File: src/rtl/core/cpar_pkg.sv
// package for the cascaded pi attitude/rate controller
// payload structs, register indexes and fixed-point constants; no dependencies
`default_nettype none

package cpar_pkg;

  // one input item
  typedef struct packed {
    logic signed [15:0] angle_measured;
    logic signed [15:0] rate_measured;
  } in_item_t;

  // one result item
  typedef struct packed {
    logic signed [15:0] angle_loop_out;
    logic signed [15:0] rate_loop_out;
  } out_item_t;

  // configuration register indexes
  localparam logic [2:0] REG_SETPOINT_ANGLE = 3'd0;
  localparam logic [2:0] REG_KP_ANGLE       = 3'd1;
  localparam logic [2:0] REG_KI_ANGLE       = 3'd2;
  localparam logic [2:0] REG_KP_RATE        = 3'd3;
  localparam logic [2:0] REG_KI_RATE        = 3'd4;

  // gain reset values, unsigned q3.12
  localparam logic [14:0] KP_ANGLE_RST = 15'd2744;
  localparam logic [14:0] KI_ANGLE_RST = 15'd123;
  localparam logic [14:0] KP_RATE_RST  = 15'd4592;
  localparam logic [14:0] KI_RATE_RST  = 15'd0;

  // rounding half lsb of q.24 products and the outer integral limit
  localparam logic signed [32:0] Q_HALF     = 33'sd2048;
  localparam logic signed [20:0] INT_LIM_HI = 21'sd4096;
  localparam logic signed [20:0] INT_LIM_LO = -21'sd4096;
  localparam logic signed [20:0] SAT_HI     = 21'sd32767;
  localparam logic signed [20:0] SAT_LO     = -21'sd32768;

endpackage

`default_nettype wire

File: src/rtl/core/cascaded_pi_attitude_rate.sv
// cascaded pi attitude/rate controller, top level
// uses cpar_pkg; one shared multiply-round unit under a small sequencer
//
//   channel | ports                          | direction
//   in      | in_valid, in_stall, in_data    | item in: measured angle and rate
//   out     | out_valid, out_stall, out_data | item out: both loop drives
//   cfg     | cfg_we, cfg_addr, cfg_wdata    | register write, no read-back
//
// an item is taken only in idle; work on it runs through four passes through
// the one 16x17 multiplier plus sum and saturate steps before the next is taken.
// the result waits in an output register; if it is still not taken when the
// next result is ready, the sequencer holds in its last step.
// rst_n (synchronous) clears sequencer, both integrals, setpoint; gains get reset values
`default_nettype none

module cascaded_pi_attitude_rate (
  input  wire logic              clk,
  input  wire logic              rst_n,
  input  wire logic              in_valid,
  output logic                   in_stall,
  input  wire cpar_pkg::in_item_t in_data,
  output logic                   out_valid,
  input  wire logic              out_stall,
  output cpar_pkg::out_item_t    out_data,
  input  wire logic              cfg_we,
  input  wire logic [2:0]        cfg_addr,
  input  wire logic [15:0]       cfg_wdata
);

  // sequencer codes
  localparam logic [2:0] ST_IDLE = 3'd0;
  localparam logic [2:0] ST_KIA  = 3'd1;
  localparam logic [2:0] ST_KPA  = 3'd2;
  localparam logic [2:0] ST_AOUT = 3'd3;
  localparam logic [2:0] ST_KIR  = 3'd4;
  localparam logic [2:0] ST_KPR  = 3'd5;
  localparam logic [2:0] ST_FIN  = 3'd6;

  // saturate a 21 bit sum to 16 bits
  function automatic logic signed [15:0] sat16(input logic signed [20:0] v);
    if (v > cpar_pkg::SAT_HI)      sat16 = 16'sh7fff;
    else if (v < cpar_pkg::SAT_LO) sat16 = -16'sh8000;
    else                           sat16 = v[15:0];
  endfunction

  logic [2:0]         state_r, state_nxt;
  logic signed [15:0] setpoint_r;
  logic [14:0]        kp_angle_r, ki_angle_r, kp_rate_r, ki_rate_r;
  logic signed [13:0] ang_int_r, ang_int_nxt;
  logic signed [15:0] rate_int_r, rate_int_nxt;
  logic signed [16:0] err_r, err_nxt;
  logic signed [15:0] rate_meas_r, rate_meas_nxt;
  logic signed [15:0] a_out_r, a_out_nxt;
  logic signed [20:0] q_r, q_nxt;
  logic               out_valid_r, out_valid_nxt;
  cpar_pkg::out_item_t out_data_r, out_data_nxt;

  // shared multiply-round unit
  logic [14:0]        mul_gain;
  logic signed [32:0] mul_prod;
  logic signed [32:0] mul_rnd;
  logic signed [20:0] mul_q;

  // sums feeding the integrals and outputs
  logic signed [20:0] ang_sum, rate_sum, ang_int_sum, rate_int_sum;
  logic signed [15:0] a_sat;
  logic               in_acc, out_acc;

  assign in_stall  = (state_r != ST_IDLE);
  assign out_valid = out_valid_r;
  assign out_data  = out_data_r;
  assign in_acc    = in_valid && !in_stall;
  assign out_acc   = out_valid_r && !out_stall;

  // gain select: integral gain in KI steps, proportional gain in KP steps, zero otherwise
  always_comb begin
    case (state_r)
      ST_KIA:  mul_gain = ki_angle_r;
      ST_KPA:  mul_gain = kp_angle_r;
      ST_KIR:  mul_gain = ki_rate_r;
      ST_KPR:  mul_gain = kp_rate_r;
      default: mul_gain = '0;
    endcase
  end

  // product, round half up, arithmetic shift back to signed q8.12
  assign mul_prod = $signed({1'b0, mul_gain}) * err_r;
  assign mul_rnd  = mul_prod + cpar_pkg::Q_HALF;
  assign mul_q    = mul_rnd[32:12];

  assign ang_int_sum  = {{7{ang_int_r[13]}}, ang_int_r} + q_r;
  assign rate_int_sum = {{5{rate_int_r[15]}}, rate_int_r} + q_r;
  assign ang_sum      = {{7{ang_int_r[13]}}, ang_int_r} + q_r;
  assign rate_sum     = {{5{rate_int_r[15]}}, rate_int_r} + q_r;
  assign a_sat        = sat16(ang_sum);

  // sequencer and datapath next values
  always_comb begin
    state_nxt     = state_r;
    ang_int_nxt   = ang_int_r;
    rate_int_nxt  = rate_int_r;
    err_nxt       = err_r;
    rate_meas_nxt = rate_meas_r;
    a_out_nxt     = a_out_r;
    q_nxt         = q_r;
    out_valid_nxt = out_valid_r && !out_acc;
    out_data_nxt  = out_data_r;
    case (state_r)
      ST_IDLE: begin
        if (in_acc) begin
          err_nxt = {setpoint_r[15], setpoint_r}
                  - {in_data.angle_measured[15], in_data.angle_measured};
          rate_meas_nxt = in_data.rate_measured;
          state_nxt     = ST_KIA;
        end
      end
      ST_KIA: begin
        q_nxt     = mul_q;
        state_nxt = ST_KPA;
      end
      ST_KPA: begin
        // clamp the outer integral to plus or minus one
        if (ang_int_sum > cpar_pkg::INT_LIM_HI)
          ang_int_nxt = cpar_pkg::INT_LIM_HI[13:0];
        else if (ang_int_sum < cpar_pkg::INT_LIM_LO)
          ang_int_nxt = cpar_pkg::INT_LIM_LO[13:0];
        else
          ang_int_nxt = ang_int_sum[13:0];
        q_nxt     = mul_q;
        state_nxt = ST_AOUT;
      end
      ST_AOUT: begin
        a_out_nxt = a_sat;
        err_nxt   = {a_sat[15], a_sat} - {rate_meas_r[15], rate_meas_r};
        state_nxt = ST_KIR;
      end
      ST_KIR: begin
        q_nxt     = mul_q;
        state_nxt = ST_KPR;
      end
      ST_KPR: begin
        rate_int_nxt = sat16(rate_int_sum);
        q_nxt        = mul_q;
        state_nxt    = ST_FIN;
      end
      ST_FIN: begin
        // load the output register once it is free
        if (!out_valid_r || out_acc) begin
          out_data_nxt.angle_loop_out = a_out_r;
          out_data_nxt.rate_loop_out  = sat16(rate_sum);
          out_valid_nxt               = 1'b1;
          state_nxt                   = ST_IDLE;
        end
      end
      default: state_nxt = ST_IDLE;
    endcase
    // a setpoint write restarts the outer integral
    if (cfg_we && cfg_addr == cpar_pkg::REG_SETPOINT_ANGLE) begin
      ang_int_nxt = '0;
    end
  end

  // control state, integrals and configuration registers
  always_ff @(posedge clk) begin
    if (!rst_n) begin
      state_r     <= ST_IDLE;
      out_valid_r <= 1'b0;
      ang_int_r   <= '0;
      rate_int_r  <= '0;
      setpoint_r  <= '0;
      kp_angle_r  <= cpar_pkg::KP_ANGLE_RST;
      ki_angle_r  <= cpar_pkg::KI_ANGLE_RST;
      kp_rate_r   <= cpar_pkg::KP_RATE_RST;
      ki_rate_r   <= cpar_pkg::KI_RATE_RST;
    end else begin
      state_r     <= state_nxt;
      out_valid_r <= out_valid_nxt;
      ang_int_r   <= ang_int_nxt;
      rate_int_r  <= rate_int_nxt;
      if (cfg_we) begin
        case (cfg_addr)
          cpar_pkg::REG_SETPOINT_ANGLE: setpoint_r <= cfg_wdata;
          cpar_pkg::REG_KP_ANGLE:       kp_angle_r <= cfg_wdata[14:0];
          cpar_pkg::REG_KI_ANGLE:       ki_angle_r <= cfg_wdata[14:0];
          cpar_pkg::REG_KP_RATE:        kp_rate_r  <= cfg_wdata[14:0];
          cpar_pkg::REG_KI_RATE:        ki_rate_r  <= cfg_wdata[14:0];
          default: ;
        endcase
      end
    end
  end

  // payload registers
  always_ff @(posedge clk) begin
    err_r       <= err_nxt;
    rate_meas_r <= rate_meas_nxt;
    a_out_r     <= a_out_nxt;
    q_r         <= q_nxt;
    out_data_r  <= out_data_nxt;
  end

endmodule

`default_nettype wire

File: config.mk
export PLATFORM = sky130hd
export DESIGN_NAME = cascaded_pi_attitude_rate
export DESIGN_NICKNAME = d
export VERILOG_FILES = /design/src/rtl/core/cpar_pkg.sv /design/src/rtl/core/cascaded_pi_attitude_rate.sv
export SDC_FILE = /design/constraint.sdc
export NUM_CORES = 1
export LEC_CHECK = 0
export BUFFER_PORTS_ARGS = -buffer_cell sky130_fd_sc_hd__buf_4
export CAP_MARGIN = 10
export CORE_MARGIN = 2
export CORE_UTILIZATION = 55
export CTS_CLUSTER_SIZE = 20
export DETAILED_ROUTE_END_ITERATION = 8
export GPL_TIMING_DRIVEN = 0
export PLACE_DENSITY = 0.84
export SYNTH_ARGS = -nofsm -noshare
export SYNTH_HDL_FRONTEND = slang
export SYNTH_SLANG_ARGS = --single-unit
File: constraint.sdc
create_clock -name clk -period 8.2 [get_ports clk]
set_input_delay 0.41 -clock clk [delete_from_list [all_inputs] [get_ports clk]]
set_output_delay 0.41 -clock clk [all_outputs]
set_load 0.01 [all_outputs]
==> results of run 1 <==
==> worst paths after layout <==
kind	startpoint	depth (start not counted)	end
hold reg to reg	a_out_r[9]	0	out_data[25]
setup reg to reg	state_r[2]	26	q_r[20]
hold / removal	in_data[9]	1	rate_meas_r[9]
setup / recovery	state_r[2]	26	q_r[20]
==> registers in the layout, summed over array words and instances, names as in the netlist <==
name         flops
out_data        32
q_r             21
err_r           17
a_out_r         16
rate_int_r      16
rate_meas_r     16
setpoint_r      16
ki_angle_r      15
ki_rate_r       15
kp_angle_r      15
kp_rate_r       15
ang_int_r       14
state_r          3
out_valid        1
==> critical path: cells and delay by family, from the launching register on <==
kind	cells	cell delay (ns)
AOI/OAI and AO/OA	9	2.26
xor gates and xnor gates	1	0.17
adders and majority gates	7	3.10
buffers and inverters	5	0.94
DFF	1	0.36
and+or+nand+nor	4	0.77
==> where the power goes <==
part / switching (W) / internal (W) / leakage, nW / total, W
clock network: 0.000458 / 0.000643 / 0.396 / 0.00110
logic: 0.00231 / 0.00149 / 8.41 / 0.00380
registers: 0.000128 / 0.00135 / 1.83 / 0.00147
==> through the flow <==
| stage | area, um^2 | std cells | setup slack (ns) | hold slack, ns | total power (W) |
|---|---|---|---|---|---|
| 2_1_floorplan | 21000 | 2287 | 0.986 | 0.400 | 0.00418 |
| 6_report | 23300 | 2930 | 0.309 | 0.0374 | 0.00638 |
| 3_3_place_gp | 22300 | 2886 | -0.832 | 0.407 | 0.00501 |
| 4_1_cts | 23200 | 2931 | 0.0308 | 0.0259 | 0.00634 |
| 5_1_grt | 23300 | 2930 | 0.00109 | 0.0277 | 0.00689 |
| 3_5_place_dp | 22400 | 2888 | -1.07 | 0.405 | 0.00520 |
==> placed cells by master, fill, tap and decap left out, drive strengths merged, types with 6 or more instances in the layout <==
master	netlist	final
or3	6	6
clkinv	0	6
o22ai	8	8
nand2	339	339
fa	262	262
o21ai	75	75
clkbuf	73	105
o21a	21	21
a2111oi	9	9
a211oi	10	10
and2	49	49
buf	8	98
xnor2	50	50
o31ai	21	21
a21oi	155	155
a31oi	7	7
nor2b	92	92
mux2i	14	14
o211ai	6	6
nand2b	18	18
xor2	24	24
o21bai	7	7
inv	405	407
a22oi	16	16
a21boi	6	6
nand4	10	10
dfxtp	110	110
nor2	61	61
ha	169	169
a21o	23	23
edfxtp	102	102
nor3	16	16
and3	12	12
nand3	35	35
==> area by class of cell <==
type	instances	area [um^2]	area share (%)
inverter	405	1520	6.53
tap	511	639	2.75
multi-input combinational	1589	14000	60.2
buffer	78	329	1.41
clock inverter	10	120	0.516
timing repair buffer	91	711	3.05
clock buffer	34	678	2.91
sequential	212	5270	22.6
==> per-layer routing <==
layer | track usage [%] | share of wire [%] | vias to the layer above
met5 | 0 | 0 | -
li1 | - | - | 7652
met1 | 35.7 | 38 | 8025
met2 | 47.5 | 47 | 822
met4 | 12.6 | 4.9 | 0
met3 | 6.73 | 9.9 | 180
==> repair_timing <==
action / in CTS / in global routing
setup endpoints to repair: 19 / 9
setup buffers: 0 / 1
resized for setup: 21 / 24
pin swaps: 0 / 1
==> cells by family (layout without fill, tap and decap cells) <==
family	Yosys count	in the layout	synth area share, %
AOI/OAI and AO/OA	398	398	12.1
buffers and inverters	486	618	8.74
xor gates and xnor gates	74	74	3.12
muxes	19	19	0.934
adders and majority gates	431	431	35.0
and+or+nand+nor	667	667	15.1
DFF	212	212	25.0
==> metrics.txt, run 1 <==
gr usage total=28.6%; Max VDD drop=0.194 mV; final hold vios=0; fraction of layout cells with a size suffix above 1=8.19%; Clock Skew=0.0165 ns; status=complete, no violations; hpwl dp=44.4 mm; antenna cell count=0; Synth Register Bits=212; die height=200 um; Worst EP arrival=8.17 ns; initial antenna violation count=0; Slowest cell on crit path=fa_1; number of warnings issued by yosys=0; via count=16700; clock buffer count from CTS=24; average footprint of a synthesized cell=9.19 um^2; Skew-Pair Late Insertion Delay=0.55 ns; Worst path max stage delay=0.54 ns; total core area=0.0377 mm^2; Die ar.=0.0398 mm^2; worst-path maximum fanout=10; area leader, netlist=fa_1; num ports=90; Chip Width=200 um; first-pass GRT wire length=89.0 mm; port buffer count=88; unrepaired setup endpoints after global routing=false; Post-CTS Hold Fix Bufs=0; mapped cell area=0.0210 mm^2; CTS sink cnt=212; GPL Wtd Cong=0.971; worst setup path class=flip-flop to flip-flop; Initial Util=55.8%; Routed WL=54.8 mm; Synth cell types=78; fin. max-slew vios=0; DR pass1 iterations=7; EDFF count, synth=102; Worst Setup End Kind=flip-flop; clock-pin transition on the worst setup and hold timing paths=0.07 ns; most frequent CP cell=fa_1; GRT overflow=0; leakage=10.6 nW; syn_nets=2774; drt wl/cell=18.7 um; largest net degree at the start of global routing=33; Slew HR=23.5%; min-delay worst type=input pin to flip-flop; period utilization=96.2%; Max H-tree Level=1; CP Launch Type=flip-flop; Tmin final=7.89 ns; setup tns final=0 ns; highest clock rate=127 MHz; most common cell in the netlist=inv_1; maxcap violations=0; R2R Setup Slk=0.31 ns; Post-synth top cells=inv_1, nand2_1, fa_1; DRT iter0 DRCs=1437; Primary FF master, synth=dfxtp_1; P&R area growth vs syn=10.7%; CTS tree=done; Routed Antenna Nets=0; CTS Buffer Depth=3; ys async rst share=0%; endpoints failing setup=0; CTS root buffer=clkbuf_16; top post-synthesis cells by area=fa_1, edfxtp_1, dfxtp_1; post-synthesis sequential area ratio=25.0%; Nets=2888; # rows=71; Post-Syn Instances=2287; CP Data Required Time=8.48 ns; DRC viols=0; pwr/cell area=274 mW/mm^2; number of global-route vias before repair=17500; worst-margin pin slew=1.12 ns; Vias/cell=5.69; fin util=61.8%; # fillers=3013; top cell type's share of synthesized area=24.9%
No activity file was read; power rests on OpenSTA's default activity.
==> run 2: changes to the inputs <==
Settings changed: CELL_PAD_IN_SITES_DETAIL_PLACEMENT from default to 1, CELL_PAD_IN_SITES_GLOBAL_PLACEMENT from default to 2, CORE_UTILIZATION 55 to 41, PLACE_DENSITY 0.84 to 0.95.
==> run 2 against run 1 <==
Combinational power grew 2%. Total power rose by 0.95%. First-iteration DRC count is 34% lower.
==> metrics.txt, run 2 (same netlist as run 1, synthesis figures left out) <==
final worst slack=0.336 ns (+0.0275 ns); maxcap violations=0 (unchanged); Placed Instances=3049 (+5.6%); fin. max-slew vios=0 (unchanged); Max H-tree Level=1 (unchanged); gr usage total=24.4% (-4.2 points); total core area=0.0504 mm^2 (+34%); worst-margin pin slew=0.997 ns (-0.122 ns); Tmin final=7.86 ns (-0.0275 ns); Slew HR=33.1% (+9.7 points); period utilization=95.9% (-0.34 points); fraction of layout cells with a size suffix above 1=8.35% (+0.17 points); port buffer count=88 (unchanged); Largest register FFs=32 (unchanged); DR pass1 iterations=5 (-2); initial antenna violation count=0 (unchanged); top routing layer in use=met4; number of global-route vias before repair=18400 (+5.1%); status=complete, no violations; CP Launch Type=flip-flop; Min Hold Slack=0.0461 ns (+0.00870 ns); Worst EP arrival=8.11 ns (-0.06 ns); CTS root buffer=clkbuf_16; highest clock rate=127 MHz (+0.35%); endpoints failing setup=0 (unchanged); via count=16500 (-1.3%); Clock Skew=0.0205 ns (+0.00407 ns); pre-CTS setup slack=-0.848 ns (+0.221 ns); Chip Width=230 um (+16%); design area=0.0235 mm^2 (+0.73%); Post-CTS Hold Fix Bufs=0 (unchanged); NetSw=0.00297 W (+2.4%); largest net degree at the start of global routing=33 (unchanged); leakage=10.6 nW (about the same); Initial Util=41.7% (-14 points); Worst Setup End Kind=flip-flop; wire length on met1=27.1 mm (+31%); CTS Buffer Depth=3 (unchanged); min-delay worst type=input pin to flip-flop; P&R area growth vs syn=11.5%; Routed WL=63.8 mm (+17%); # rows=82 (+15%); routed wl met3=2.77 mm (-49%); final hold vios=0 (unchanged); Skew-Pair Late Insertion Delay=0.55 ns (about the same); GRT overflow=0 (unchanged); DRT iter0 DRCs=944 (-34%); CP Data Required Time=8.45 ns (-0.03 ns); Post-DP Area=0.0226 mm^2 (+0.79%); Total Power=0.00644 W (+0.95%); non-filler cells, final=3090 (+5.5%); Routed Antenna Nets=0 (unchanged); worst-path maximum fanout=10 (unchanged); Clock Power Share=16.7% (-0.6 points); commonest non-fill, non-tap cells in the layout=inv_1, nand2_1, fa_1, ha_1, a21oi_1; combinational share of power=60.3% (+0.7 points); worst setup path class=flip-flop to flip-flop; DRC viols=0 (unchanged); drt wl/cell=20.7 um (+10%); CTS sink cnt=212 (unchanged); most common cell after layout, fill and taps aside=inv_1; pwr/cell area=274 mW/mm^2 (+0.22%); met2 wire length=32.1 mm (+24%); clock-pin transition on the worst setup and hold timing paths=0.06 ns (about the same); Max VDD drop=0.134 mV (-31%); GPL Wtd Cong=0.902 (-7.1%); CTS tree=done; Vias/cell=5.33 (-6.4%); Nets=2888 (unchanged); num ports=90 (unchanged); hpwl dp=53.0 mm (+19%); internal power=0.00347 W (-0.30%); die height=230 um (+16%); first-pass GRT wire length=102 mm (+14%); switching share of power=46.2% (+0.68 points); Die ar.=0.0531 mm^2 (+33%); antenna cell count=0 (unchanged); clock buffer count from CTS=24 (unchanged); Seq pwr share=23.0% (about the same)
==> run 2: cell types whose count changed in the layout (fill, tap and decap cells not counted), sizes merged <==
cell and delta:
clkbuf -2, bufinv -1, clkinv +2
==> run 2: metrics by stage <==
step                utilization (%)  setup TNS (ns)
finish                         46.6               0
CTS                            46.5               0
global placement               44.7          -14.42
global route                   46.6        -0.00614
floorplan                         -               0
detailed placement             44.8           -5.41
==> run 2: layout make-up <==
cell class | instances | area [um^2]
Inverter | 405 | 1520
Fill cell | 5871 | 26900
Timing Repair Buffer | 90 | 679
Buffer | 79 | 338
Sequential cell | 212 | 5270
Multi-Input combinational cell | 1589 | 14000
Clock inverter | 11 | 92.6
Clock buffer | 32 | 693
Tap cell | 672 | 841
==> run 2: power by group through the flow <==
stage	Clock (W)	Combinational, W	Sequential (W)
2_1_floorplan	0	0.00277	0.00141
3_3_place_gp	0	0.00357	0.00150
3_5_place_dp	0	0.00381	0.00150
4_1_cts	0.00110	0.00389	0.00148
5_1_grt	0.00113	0.00439	0.00148
6_report	0.00108	0.00388	0.00148
==> run 2: metal layers <==
metal | up-vias | GRT usage, %
met5 | - | 0
met4 | 0 | 6.47
met2 | 355 | 44.2
met3 | 96 | 3.14
met1 | 8395 | 30.7
li1 | 7622 | -
==> run 2: what timing repair did <==
action,in CTS,in global routing
pin swaps,0,2
endpoints found under the setup margin,14,10
gates resized for setup,30,17
setup buffers,0,0
gates cloned,0,0
==> run 2: critical path: stages (launching register included) <==
cell       delay (ns)
dfxtp_1          0.35
buf_2            0.26
nor2b_2          0.12
clkbuf_2         0.23
a22oi_1          0.30
o22a_2           0.38
clkbuf_2         0.34
nor2b_1          0.12
fa_1             0.52
inv_1            0.05
fa_1             0.45
fa_1             0.51
inv_1            0.04
ha_1             0.29
fa_1             0.52
fa_1             0.47
ha_1             0.40
nand2_1          0.07
nor3_1           0.29
nand4b_1         0.25
a21oi_1          0.42
o2111ai_2        0.19
a21o_1           0.20
nand3_2          0.16
a211oi_2         0.11
o31ai_1          0.34
xnor2_1          0.19
==> run 2: worst paths after layout <==
kind	start	endpoint	cells after the start	slack (ns)
setup reg to reg	state_r[2]	q_r[20]	26	0.34
hold / removal	in_data[12]	rate_meas_r[12]	1	0.05
hold reg to reg	a_out_r[1]	out_data[17]	0	0.42
setup / recovery	state_r[2]	q_r[20]	26	0.34
==> run 3: changes to the inputs <==
Settings changed: GPL_TIMING_DRIVEN 0 to default, RECOVER_POWER from default to 25.
==> run 3 against run 2 <==
The run now ends with max-capacitance violations, max-slew violations left. Cell area is 0.86% lower. Utilization decreased by 0.40 points. Worst hold slack gained 0.0017 ns. Routed wire length shrank 2.2%. Clock power rose by 9%. Count of clock-buffer cells in the layout is 3 lower. Cell count is 1.7% lower. Largest power group unchanged.
==> metrics.txt, run 3 (same netlist as run 1, synthesis figures left out) <==
Min Hold Slack=0.0478 ns (+0.00173 ns); period utilization=92.8% (-3.1 points); worst-margin pin slew=2.14 ns (+1.14 ns); highest clock rate=131 MHz (+3.3%); P&R area growth vs syn=10.6%; Clock Skew=0.0271 ns (+0.00662 ns); worst setup path class=flip-flop to flip-flop; Max VDD drop=0.148 mV (+11%); Skew-Pair Late Insertion Delay=0.56 ns (about the same); CP Launch Type=flip-flop; GPL Wtd Cong=0.871 (-3.4%); num ports=90 (unchanged); Placed Instances=2994 (-1.8%); Seq pwr share=23.0% (about the same); most common cell after layout, fill and taps aside=inv_1; worst-path maximum fanout=23 (+13); CTS root buffer=clkbuf_16; number of global-route vias before repair=18300 (-0.49%); pwr/cell area=280 mW/mm^2 (+2.1%); # rows=82 (unchanged); CTS tree=done; port buffer count=89 (+1.1%); RR Startpoint=state_r[2]; combinational share of power=59.0% (-1.3 points); DRC viols=0 (unchanged); Routed Antenna Nets=0 (unchanged); Routed WL=62.4 mm (-2.2%); DRT iter0 DRCs=922 (-2.3%); Initial Util=41.7% (unchanged); via count=16300 (-0.80%); clock buffer count from CTS=23 (-4.2%); commonest non-fill, non-tap cells in the layout=inv_1, nand2_1, fa_1, ha_1, a21oi_1; hpwl dp=49.0 mm (-7.5%); fin. max-slew vios=101 (+101); GRT overflow=0 (unchanged); reg2reg end=q_r[20]; Chip Width=230 um (unchanged); Tmin final=7.61 ns (-0.255 ns); unrepaired setup endpoints after global routing=false; drt wl/cell=20.5 um (-0.52%); internal power=0.00353 W (+1.8%); switching share of power=45.8% (-0.33 points); CP Data Required Time=8.49 ns (+0.04 ns); setup tns final=0 ns (unchanged); initial antenna violation count=1 (+1); CTS sink cnt=212 (unchanged); Largest register FFs=32 (unchanged); largest net degree at the start of global routing=64 (+94%); fin util=46.2% (-0.40 points); Die ar.=0.0531 mm^2 (unchanged); min-delay worst type=input pin to flip-flop; R2R Setup Slk=0.59 ns (+0.25 ns); Post-CTS Hold Fix Bufs=0 (unchanged); status=complete, but fails checks; endpoints failing setup=0 (unchanged); NetSw=0.00299 W (+0.48%); Min-Delay Path Depth=1 (unchanged); # fillers=5779 (-1.6%); leakage=10.6 nW (-0.80%); Worst Setup End Kind=flip-flop; total core area=0.0504 mm^2 (unchanged); gr usage total=23.8% (-0.64 points); first-pass GRT wire length=100 mm (-1.7%); fraction of layout cells with a size suffix above 1=7.44% (-0.91 points); Clock Power Share=18.1% (+1.4 points); die height=230 um (unchanged); DR pass1 iterations=5 (unchanged); reg2reg path depth=24 (-7.7%); hold_sp=in_data[3]; Vias/cell=5.38 (+0.86%); WHS Endpoint=rate_meas_r[3]; Slew HR=-42.5% (-76 points); Worst EP arrival=7.90 ns (-0.21 ns); CTS Buffer Depth=3 (unchanged); final hold vios=0 (unchanged); non-filler cells, final=3039 (-1.7%); maxcap violations=2 (+2); failing checks=max-capacitance violations, max-slew violations; clock-pin transition on the worst setup and hold timing paths=0.07 ns (about the same); Nets=2835 (-1.8%); Max H-tree Level=1 (unchanged)
[run 3: per-stage QoR]
step	instance area (um^2)	total power (W)	setup WS [ns]
floorplan	21000	0.00418	0.986
global placement	22400	0.00509	0.553
detailed placement	22400	0.00531	0.387
CTS	23300	0.00654	0.404
global route	23300	0.00706	0.145
finish	23300	0.00652	0.591
[run 3: cell type report]
| class | count | area, um^2 | share of cell area (%) |
|---|---|---|---|
| multi-input combinational | 1589 | 13900 | 59.9 |
| timing repair buffer | 117 | 833 | 3.58 |
| antenna | 2 | 5.00 | 0.0215 |
| tap | 672 | 841 | 3.62 |
| clock buffer | 29 | 662 | 2.85 |
| inverter | 405 | 1520 | 6.54 |
| sequential | 212 | 5270 | 22.6 |
| clock inverter | 13 | 191 | 0.823 |
[run 3: worst max-delay path, stage by stage, from the launching register on]
cell and delay, ns:
dfxtp_1 0.52, buf_4 0.37, mux2i_1 0.25, o22a_1 0.56
nor2b_1 0.15, fa_1 0.55, inv_1 0.07, fa_1 0.47
fa_1 0.54, inv_1 0.06, fa_1 0.49, fa_1 0.50
inv_1 0.05, fa_1 0.47, inv_1 0.04, ha_1 0.33
a21o_1 0.18, a21o_1 0.19, a21o_1 0.22, o2111ai_1 0.24
a21o_1 0.15, nand3_1 0.21, a211oi_1 0.41, o31ai_1 0.16
xnor2_1 0.14
[run 3: worst max-delay path by stage]
| stage | startpoint | endpoint | slack (ns) | cells past startpoint |
|---|---|---|---|---|
| detailed placement | state_r[1] | q_r[20] | 0.39 | 23 |
| floorplan | state_r[2] | q_r[20] | 0.99 | 26 |
| finish | state_r[2] | q_r[20] | 0.59 | 24 |
| CTS | state_r[1] | q_r[20] | 0.40 | 23 |
| global placement | state_r[1] | q_r[20] | 0.55 | 25 |
| global route | state_r[1] | q_r[20] | 0.14 | 29 |
[run 3: routing by layer]
metal	vias up	GRT usage, %	wire length (um)
met4	0	8.41	2150
met3	110	2.30	2480
met1	8340	30.6	26700
met5	-	0	0
met2	372	41.8	31100
li1	7514	-	-
[run 3: power groups by stage]
| stage | registers [W] | logic, W | clock network [W] |
|---|---|---|---|
| after detailed placement | 0.00152 | 0.00379 | 0 |
| after floorplan | 0.00141 | 0.00277 | 0 |
| final | 0.00150 | 0.00384 | 0.00118 |
| after global placement | 0.00152 | 0.00357 | 0 |
| after global routing | 0.00150 | 0.00432 | 0.00123 |
| after CTS | 0.00150 | 0.00385 | 0.00120 |
[run 3: what timing repair did]
item                       in CTS  in global routing
setup endpoints to repair       0                  4
buffers inserted                0                  0
resized for setup               0                  3
